==> src/rtl/utfv_pkg.sv <==
// ----------------------------------------------------------------------------
// UTF-8 text validator package
// Byte ranges, code point limits and widths shared by the validator.
// ----------------------------------------------------------------------------
package utfv_pkg;

  localparam int unsigned BYTE_W = 8;
  localparam int unsigned CP_W   = 21;
  localparam int unsigned TAIL_W = 2;
  localparam int unsigned MINC_W = 2;

  typedef logic [BYTE_W-1:0] byte_t;
  typedef logic [CP_W-1:0]   cp_t;
  typedef logic [TAIL_W-1:0] tails_t;
  typedef logic [MINC_W-1:0] min_class_t;

  // Lead byte ranges.
  localparam byte_t LEAD2_LO = 8'hC2;
  localparam byte_t LEAD2_HI = 8'hDF;
  localparam byte_t LEAD3_LO = 8'hE0;
  localparam byte_t LEAD3_HI = 8'hEF;
  localparam byte_t LEAD4_LO = 8'hF0;
  localparam byte_t LEAD4_HI = 8'hF4;

  // Single-byte characters that are rejected.
  localparam byte_t CTRL_LIMIT = 8'h20;
  localparam byte_t DEL_BYTE   = 8'h7F;
  localparam byte_t ASCII_TOP  = 8'h7F;

  localparam byte_t CONT_MASK = 8'hC0;
  localparam byte_t CONT_MARK = 8'h80;

  // Sequence class codes; min_code_point gives the minimum code point of each.
  localparam min_class_t CLASS_TWO   = 2'd0;
  localparam min_class_t CLASS_THREE = 2'd1;
  localparam min_class_t CLASS_FOUR  = 2'd2;

  localparam cp_t CP_MAX    = 21'h10FFFF;
  localparam cp_t SURR_LO   = 21'h00D800;
  localparam cp_t SURR_HI   = 21'h00DFFF;
  localparam cp_t C1_LO     = 21'h000080;
  localparam cp_t C1_HI     = 21'h00009F;

  function automatic cp_t min_code_point(input min_class_t mc);
    cp_t r;
    case (mc)
      CLASS_TWO:   r = 21'h000080;
      CLASS_THREE: r = 21'h000800;
      default:     r = 21'h010000;
    endcase
    return r;
  endfunction

endpackage

==> src/rtl/utf8_text_validator.sv <==
// ----------------------------------------------------------------------------
// UTF-8 text validator
// Streaming check of a byte string against UTF-8 and text rules.
// ----------------------------------------------------------------------------
// Usage:
//   Input channel: in_valid / in_stall carry one word per byte, text_byte
//   with end_of_text set on the final byte of a string. A word is taken on
//   a rising edge with in_valid high and in_stall low.
//   Output channel: out_valid / out_stall carry one word per string,
//   text_valid, produced only for the byte that has end_of_text set.
// Timing:
//   One byte per cycle sustained while in_stall stays low. A byte is held
//   in the input register; its state update and verdict are done in one
//   pass of logic, and the verdict of a final byte goes into the output register.
// Stall:
//   The output register holds the verdict while out_stall is high. Bytes
//   without the end mark keep flowing; in_stall rises only while a final
//   byte waits in the input register for the output register to free up.
// Reset:
//   rst (synchronous) empties both registers and clears the decoder state,
//   so the next byte starts a new string.
// ----------------------------------------------------------------------------
module utf8_text_validator
  import utfv_pkg::*;
(
  input  logic        clk,
  input  logic        rst,
  input  logic        in_valid,
  output logic        in_stall,
  input  logic [7:0]  text_byte,
  input  logic        end_of_text,
  output logic        out_valid,
  input  logic        out_stall,
  output logic        text_valid
);

  // Input register.
  logic  s1_valid;
  byte_t s1_byte;
  logic  s1_eot;

  // Decoder state.
  tails_t     tails_pending, tails_pending_next;
  cp_t        code_point_acc, code_point_acc_next;
  min_class_t min_class, min_class_next;
  logic       error_seen, error_seen_next;

  logic out_free;
  logic adv;
  logic in_take;
  cp_t  cp_full;
  logic verdict;

  assign out_free = !out_valid || !out_stall;
  assign adv      = s1_valid && (!s1_eot || out_free);
  assign in_stall = s1_valid && !adv;
  assign in_take  = in_valid && !in_stall;

  assign cp_full = {code_point_acc[CP_W-7:0], s1_byte[5:0]};

  always_comb begin
    tails_pending_next  = tails_pending;
    code_point_acc_next = code_point_acc;
    min_class_next      = min_class;
    error_seen_next     = error_seen;
    if (!error_seen) begin
      if (tails_pending != '0) begin
        if ((s1_byte & CONT_MASK) != CONT_MARK) begin
          error_seen_next = 1'b1;
        end else begin
          code_point_acc_next = cp_full;
          tails_pending_next  = tails_pending - 2'd1;
          if (tails_pending == 2'd1) begin
            if (cp_full < min_code_point(min_class) || cp_full > CP_MAX ||
                (cp_full >= SURR_LO && cp_full <= SURR_HI) ||
                (cp_full >= C1_LO && cp_full <= C1_HI)) begin
              error_seen_next = 1'b1;
            end
          end
        end
      end else if (s1_byte <= ASCII_TOP) begin
        if (s1_byte < CTRL_LIMIT || s1_byte == DEL_BYTE) begin
          error_seen_next = 1'b1;
        end
      end else if (s1_byte inside {[LEAD2_LO:LEAD2_HI]}) begin
        tails_pending_next  = 2'd1;
        min_class_next      = CLASS_TWO;
        code_point_acc_next = cp_t'(s1_byte[4:0]);
      end else if (s1_byte inside {[LEAD3_LO:LEAD3_HI]}) begin
        tails_pending_next  = 2'd2;
        min_class_next      = CLASS_THREE;
        code_point_acc_next = cp_t'(s1_byte[3:0]);
      end else if (s1_byte inside {[LEAD4_LO:LEAD4_HI]}) begin
        tails_pending_next  = 2'd3;
        min_class_next      = CLASS_FOUR;
        code_point_acc_next = cp_t'(s1_byte[2:0]);
      end else begin
        error_seen_next = 1'b1;
      end
    end
  end

  assign verdict = !error_seen_next && (tails_pending_next == '0);

  always_ff @(posedge clk) begin
    if (rst) begin
      s1_valid <= 1'b0;
    end else if (in_take) begin
      s1_valid <= 1'b1;
    end else if (adv) begin
      s1_valid <= 1'b0;
    end
  end

  always_ff @(posedge clk) begin
    if (in_take) begin
      s1_byte <= text_byte;
      s1_eot  <= end_of_text;
    end
  end

  always_ff @(posedge clk) begin
    if (rst) begin
      tails_pending  <= '0;
      code_point_acc <= '0;
      min_class      <= '0;
      error_seen     <= 1'b0;
    end else if (adv) begin
      if (s1_eot) begin
        // The string ends here, so the next byte opens a fresh one.
        tails_pending  <= '0;
        code_point_acc <= '0;
        min_class      <= '0;
        error_seen     <= 1'b0;
      end else begin
        tails_pending  <= tails_pending_next;
        code_point_acc <= code_point_acc_next;
        min_class      <= min_class_next;
        error_seen     <= error_seen_next;
      end
    end
  end

  always_ff @(posedge clk) begin
    if (rst) begin
      out_valid <= 1'b0;
    end else if (adv && s1_eot) begin
      out_valid <= 1'b1;
    end else if (!out_stall) begin
      out_valid <= 1'b0;
    end
  end

  always_ff @(posedge clk) begin
    if (adv && s1_eot) begin
      text_valid <= verdict;
    end
  end

`ifndef NO_ASSERTIONS
  a_class_range: assert property (@(posedge clk) disable iff (rst)
    min_class != 2'd3)
    else $error("min_class holds an unused code");

  a_four_byte_class: assert property (@(posedge clk) disable iff (rst)
    tails_pending == 2'd3 |-> min_class == CLASS_FOUR)
    else $error("three tails pending outside a four-byte sequence");

  a_stall_cause: assert property (@(posedge clk) disable iff (rst)
    in_stall |-> (s1_valid && s1_eot && out_valid && out_stall))
    else $error("input stalled without a blocked verdict");

  a_end_clears: assert property (@(posedge clk) disable iff (rst)
    (adv && s1_eot) |=> (out_valid && tails_pending == '0 && !error_seen))
    else $error("end of string did not clear state or post a verdict");
`endif

endmodule

==> config.mk <==
export PLATFORM = sky130hd
export DESIGN_NAME = utf8_text_validator
export DESIGN_NICKNAME = d
export VERILOG_FILES = /design/src/rtl/utfv_pkg.sv /design/src/rtl/utf8_text_validator.sv
export SDC_FILE = /design/constraint.sdc
export NUM_CORES = 1
export LEC_CHECK = 0
export BUFFER_PORTS_ARGS = -buffer_cell sky130_fd_sc_hd__buf_2
export CAP_MARGIN = 20
export CORE_MARGIN = 3
export CORE_UTILIZATION = 40
export CTS_BUF_LIST = sky130_fd_sc_hd__clkbuf_8
export DETAILED_ROUTE_END_ITERATION = 10
export SYNTH_ARGS = -nofsm -noshare
export SYNTH_HDL_FRONTEND = slang
export SYNTH_SLANG_ARGS = --single-unit
export TNS_END_PERCENT = 30
==> constraint.sdc <==
create_clock -name clk -period 2.47 [get_ports clk]
set_input_delay 0.494 -clock clk [delete_from_list [all_inputs] [get_ports clk]]
set_output_delay 0.494 -clock clk [all_outputs]
set_load 0.03 [all_outputs]
==> key figures, run 1 <==
Yosys
  – Syn nets: between 150 and 200
  – Top_reg_cell synth: dfxtp_1
  – Post-synthesis cell type count: 55
  – Number of synthesized flops with an enable pin: 10
  – Synth Area in Simple Gates: 0.244
  – Ys Warns: 0
  – Ys async rst share: 0
  – Cell area after synthesis: between 0.0015 and 0.002 mm^2
  – Sequential share of the synthesized area: 0.447
  – Count of state elements after synthesis: 32
  – Largest family of logic cells by synthesized area: simple AND/OR/NAND/NOR gates
  – Avg Synthesized Cell Area: between 9 and 10 um^2
  – Adder-Cell Fraction of Synth Area: 0.0302
  – Mux share of post-synthesis cell area: 0.0604
  – Mapped Cells: around 170
  – Compound-Gate Fraction of Synth Area: 0.183
  – Xor/xnor cell area share of the yosys netlist: 0

Place
  – DP Area: about 0.0018 mm^2
  – Gpl congestion: around 0.90
  – # port buffers: 15
  – Post-Place Cells: around 230
  – Post-DP HPWL: approximately 2500 um

Detailed routing
  – DR vias/cell: between 5 and 6
  – DRT iter0 DRCs: slightly below 90
  – WL/cell: about 14 um
  – Final wirelength: between 3000 and 4000 um
  – DRT antenna net count: 0
  – Pre-Repair DR Iteration Count: 4
  – # DRC: 0
  – Vias after detailed routing: roughly 1.3k

Clocking
  – Post-CTS sizing: 0
  – Clock Sinks: 32
  – Root Driver: clkbuf_8
  – Post-CTS setup buffer count: 0
  – Post-CTS Hold Fix Bufs: 0
  – Num CTS Buffers: 5
  – CTS clk-pin slew, worst paths: 60 ps
  – CTS tree: yes
  – Worst-skew pair later-pin latency: roughly 290 ps
  – CTS Buffer Depth: 2
  – H-tree Lvls: 2

STA
  – Fmax: 0.473 GHz
  – Clk_skew: 7.95 ps
  – Max-slew headroom: 0.707
  – Min Tclk post-route: around 2100 ps
  – Final hold violations: 0
  – Setup tns final: 0 ps
  – Crit share post-route: 0.856
  – Hold Worst Slack: approximately 380 ps
  – Worst Tran Pin Value: approximately 440 ps
  – Finish-stage setup viols: 0
  – Unrepaired setup endpoints after global routing: false
  – Pins over their slew limit: 0

Final layout
  – Final cell count without fillers: ~230
  – P&R area growth vs syn: 12.9%
  – Ant diodes: 0
  – Nets@finish: around 200
  – Final core occ: 0.489
  – Share of cells above drive strength 1: 0.177
  – Design area: 0.00187 mm^2

Pwr
  – Power per cell area: 557 mW/mm^2
  – Peak supply drop: between 0.3 and 0.4 mV
  – Leak pwr: between 0.7 and 0.8 nW

Setup path
  – Startpoint types: register
  – CP max FO: 3
  – CP Capture Type: register
  – CP Class: register to register
  – Data required, critical path: between 2000 and 2500 ps
  – Critical Path AT: ~2100 ps
  – Worst-case reg-to-reg path depth: 7

Global route
  – Total track usage: 0.146
  – Total gr overflow: 0
  – Global-route wire length before repair: between 5000 and 6000 um
  – Largest net degree at the start of global routing: 21
  – Initial antenna violation count: 0
  – Vias in the first global route: 1224

Floorplanning
  – Core Region: around 0.0038 mm^2
  – I/O pin total: 16
  – FP Rows: 22
  – Die ar.: between 0.004 and 0.005 mm^2
  – Die width: ~70 um
  – Die Y-Extent: between 70 and 80 um
  – Initial core utilization: 0.433

Run status
  – Status: completed

Worst hold path
  – Hold depth: 1
  – HP Class: input pin to register

Run
  – Max cap viols: 0
## state kept, by name (all words and copies together) (netlist names)
name and count:
error_seen 1, s1_eot 1, s1_byte 8, code_point_acc 15
min_class 2, text_valid 1, tails_pending 2, s1_valid 1
out_valid 1
## worst paths after layout
| path | from | endpoint | slack, ps |
|---|---|---|---|
| hold / removal | text_byte[5] | s1_byte[5] | 380 |
| setup reg to reg | min_class[1] | text_valid | 360 |
| setup / recovery | min_class[1] | text_valid | 360 |
| hold reg to reg | code_point_acc[4] | code_point_acc[10] | 480 |
## layer usage
layer,vias up,share of wire,GRT usage
li1,655,-,-
met5,-,0,0
met1,641,0.48,0.189
met2,30,0.46,0.216
met4,0,0.015,0.0894
met3,4,0.045,0.0345
## kinds of logic (layout without fill, tap and decap cells)
group / count (synthesis) / after routing
AO/OA/AOI/OAI: 36 / 36
buffers and inverters: 15 / 35
flip-flops: 32 / 32
AND/OR/NAND/NOR: 69 / 69
multiplexers: 10 / 10
adder cells (fa/ha/maj): 4 / 4
## layout by cell type (no fill, tap or decap), drive strengths merged, types with 5 or more instances in the layout
master / netlist / routed
inv: 9 / 11
buf: 2 / 18
edfxtp: 10 / 10
dfxtp: 22 / 22
nor3: 5 / 5
nor2: 12 / 12
nand2: 17 / 17
nand2b: 12 / 12
mux2i: 10 / 10
clkbuf: 4 / 5
## worst max-delay path: stages, from the launching register on
cell	delay, ps
dfxtp_1	310
inv_1	80
nand2_1	70
ha_1	270
a21boi_1	130
or4b_1	480
a311oi_1	390
nor4_1	120
## cell usage after synthesis (3+ instances only)
master    instances  share of area
dfxtp_1          22           0.27
nand2_1          16          0.036
nand2b_1         12          0.045
nor2_1           12          0.027
edfxtp_1         10           0.18
mux2i_1          10          0.060
inv_1             9          0.020
nor3_1            5          0.015
a22o_1            4          0.021
clkbuf_1          4         0.0091
ha_1              4          0.030
o32ai_1           4          0.021
nor4_1            3          0.011
o21a_1            3          0.014
## power by group
group / leakage, nW / total (mW) / switching (mW) / internal [mW]
Clock: 0.0505 / 0.376 / 0.187 / 0.189
Combinational: 0.429 / 0.0917 / 0.0509 / 0.0408
Sequential: 0.275 / 0.575 / 0.0178 / 0.557
## cell type report
class | instances | area, um^2
Clock buffer | 5 | 68.8
Clock inverter | 3 | 12.5
Fill cell | 348 | 1950
Inverter | 9 | 33.8
Multi-Input combinational cell | 119 | 858
Sequential cell | 32 | 741
Tap cell | 48 | 60.1
Timing Repair Buffer | 18 | 97.6
## stage by stage
step / setup slack (ps) / power [mW]
floorplan: 556 / 0.650
global placement: 458 / 0.677
detailed placement: 367 / 0.678
CTS: 349 / 1.06
global route: 235 / 1.08
finish: 355 / 1.04
Note: power is estimated with default switching activity, not from simulation.
==> inputs of run 2 (changes only) <==
ABC_AREA = 1   (was not set)
CAP_MARGIN = 25   (was 20)
clock period = 2.5 ns   (was 2.47 ns; I/O delays follow)
==> key figures, run 2 <==
Global route
  – Total track usage: 0.145 (-0.000239)
  – Global-route wire length before repair: 7020 um (+25%)
  – Initial antenna violation count: 0 (unchanged)
  – Largest net degree at the start of global routing: 31 (+48%)
  – Vias in the first global route: 1640 (+34%)
  – Total gr overflow: 0 (unchanged)

Clocking
  – CTS Buffer Depth: 2 (unchanged)
  – H-tree Lvls: 2 (unchanged)
  – Root Driver: clkbuf_8
  – Clock Sinks: 32 (unchanged)
  – Post-CTS setup buffer count: 0 (unchanged)
  – Worst-skew pair later-pin latency: 280 ps (about the same)
  – Post-CTS Hold Fix Bufs: 0 (unchanged)
  – Num CTS Buffers: 5 (unchanged)
  – Post-CTS sizing: 0 (unchanged)
  – CTS clk-pin slew, worst paths: 70 ps (about the same)
  – CTS tree: yes

Final layout
  – Fillers: 479 (+38%)
  – Commonest non-fill, non-tap cell in the layout: nand2_1
  – Share of cells above drive strength 1: 0.255 (+0.0778)
  – Largest Register: code_point_acc
  – Max reg flops: 15 (unchanged)
  – P&R area growth vs syn: 11.5%
  – Storage cell area: 741 um^2 (unchanged)
  – Ant diodes: 0 (unchanged)
  – Commonest cells after routing, fill and taps aside: nand2_1 (75), nor2_1 (42), inv_1 (22), dfxtp_1 (22), nand3_2 (16)
  – Biggest regs: code_point_acc (15), s1_byte (8)
  – Final cell count without fillers: 353 (+51%)
  – Nets@finish: 302 (+50%)
  – Multi-input gate area: 0.00110 mm^2 (+28%)

Yosys
  – Ys Warns: 0 (unchanged)
  – Number of synthesized flops with an enable pin: 10 (unchanged)
  – Post-synthesis cell type count: 30 (-45%)
  – Avg Synthesized Cell Area: 7.46 um^2 (-25%)
  – Syn nets: 286 (+56%)
  – Mapped Cells: 269 (+62%)
  – Ys async rst share: 0 (unchanged)
  – Most common library cells after synthesis: nand2_1 (75), nor2_1 (42), dfxtp_1 (22)
  – Largest area contributor in the synthesized netlist: dfxtp_1
  – Cell area after synthesis: 0.00201 mm^2 (+21%)
  – Count of state elements after synthesis: 32 (unchanged)
  – Ranking of synthesized cells by area: dfxtp_1 (22%), edfxtp_1 (15%), nand2_1 (14%)
  – Top_reg_cell synth: dfxtp_1
  – Most frequent cell after synthesis: nand2_1
  – Sequential share of the synthesized area: 0.369 (-0.0775)
  – Share of the synthesized area in the top cell type: 0.220 (-0.0461)

Floorplanning
  – Die Y-Extent: 76.8 um (+9.1%)
  – FP Rows: 25 (+14%)
  – Initial core utilization: 0.419 (-0.0142)
  – Die ar.: 0.00590 mm^2 (+19%)
  – Die width: 76.8 um (+9.1%)
  – Core Region: 0.00479 mm^2 (+25%)
  – I/O pin total: 16 (unchanged)

Setup path
  – CP Class: register to register
  – CP Capture Type: register
  – Critical Path AT: 2010 ps (-130 ps)
  – Startpoint types: register
  – Data required, critical path: 2680 ps (+190 ps)
  – CP max FO: 30 (+27)

Place
  – # port buffers: 15 (unchanged)
  – Gpl congestion: 0.781 (-13%)
  – Post-DP HPWL: 2750 um (+10%)
  – Post-Place Cells: 345 (+53%)

STA
  – Fmax: 0.544 GHz (+15%)
  – Pins over their slew limit: 0 (unchanged)
  – Crit share post-route: 0.735 (-0.121)
  – Setup tns final: 0 ps (unchanged)
  – Min Tclk post-route: 1840 ps (-278 ps)
  – Worst Tran Pin Value: 545 ps (+107 ps)
  – Clk_skew: 7.73 ps (-0.229 ps)
  – Finish-stage setup viols: 0 (unchanged)
  – Unrepaired setup endpoints after global routing: false
  – Final hold violations: 0 (unchanged)
  – Max-slew headroom: 0.634 (-0.0727)

Detailed routing
  – DRT antenna net count: 0 (unchanged)
  – WL/cell: 10.9 um (-24%)
  – DRT iter0 DRCs: 116 (+32%)
  – # DRC: 0 (unchanged)
  – Vias after detailed routing: 1684 (+27%)
  – Final wirelength: 3850 um (+14%)
  – DR vias/cell: 4.77 (-16%)
  – Pre-Repair DR Iteration Count: 6 (+2)

Run status
  – Status: completed

Worst hold path
  – HP Class: input pin to register

Run
  – Max cap viols: 0 (unchanged)

Pwr
  – Leak pwr: 0.982 nW (+30%)
  – Power per cell area: 584 mW/mm^2 (+4.8%)
  – Peak supply drop: 0.318 mV (-18%)
run 2: cell count changes after synthesis, moves of 6 or more:
cell	delta
a21oi_1	+7
nand2_1	+59
mux2i_1	-10
inv_1	+12
nand2b_1	-12
nor2_1	+30
nand3_2	+16
nand3_1	+12
nor2_2	+6
a21oi_2	+16
run 2: layout make-up:
class / instances / area share
clock inverter: 3 / 0.0173
clock buffer: 5 / 0.0308
timing repair buffer: 18 / 0.0492
multi-input combinational: 202 / 0.490
inverter: 26 / 0.0436
sequential: 32 / 0.331
tap: 67 / 0.0375
run 2: worst paths after layout:
kind / endpoint / from / slack [ps] / cells past startpoint
setup / recovery: code_point_acc[5] / s1_byte[7] / 660 / 8
hold / removal: s1_byte[6] / text_byte[6] / 390 / 1
setup reg to reg: code_point_acc[5] / s1_byte[7] / 660 / 8
hold reg to reg: tails_pending[1] / tails_pending[1] / 470 / 2
run 2: layer usage:
layer | GRT usage | up-vias | share of wire
met5 | 0 | - | 0
met1 | 0.177 | 747 | 0.48
met2 | 0.247 | 33 | 0.47
met4 | 0.0489 | 0 | 0.014
li1 | - | 899 | -
met3 | 0.0387 | 5 | 0.034
run 2: worst max-delay path, stage by stage, from the launching register on:
cell and delay [ps]:
edfxtp_1 460, nand2_1 160, nor2_1 60, nand2_2 110
inv_2 50, nor2_4 130, nand3_4 410, a21oi_2 290
nor2_2 50
run 2: where the power goes:
part           internal [mW]  switching (mW)
clock                  0.291           0.185
combinational         0.0882           0.143
sequential             0.567          0.0306
total                  0.947           0.359
run 2: kinds of logic (layout without fill, tap and decap cells):
family | Yosys count | count (layout) | synth area share
simple gates | 165 | 165 | 0.401
compound gates | 33 | 33 | 0.117
buf+inv | 35 | 52 | 0.0880
fa+ha+maj | 4 | 4 | 0.0250
flops | 32 | 32 | 0.369
run 2: per-stage QoR:
stage	setup slack (ps)	instance area (um^2)	power, mW	hold WS [ps]	util
2_1_floorplan	854	2010	0.797	438	-
6_report	663	2240	1.31	395	0.467
3_3_place_gp	686	2130	0.837	454	0.445
5_1_grt	497	2240	1.38	379	0.467
3_5_place_dp	676	2130	0.841	457	0.445
4_1_cts	663	2240	1.33	385	0.467
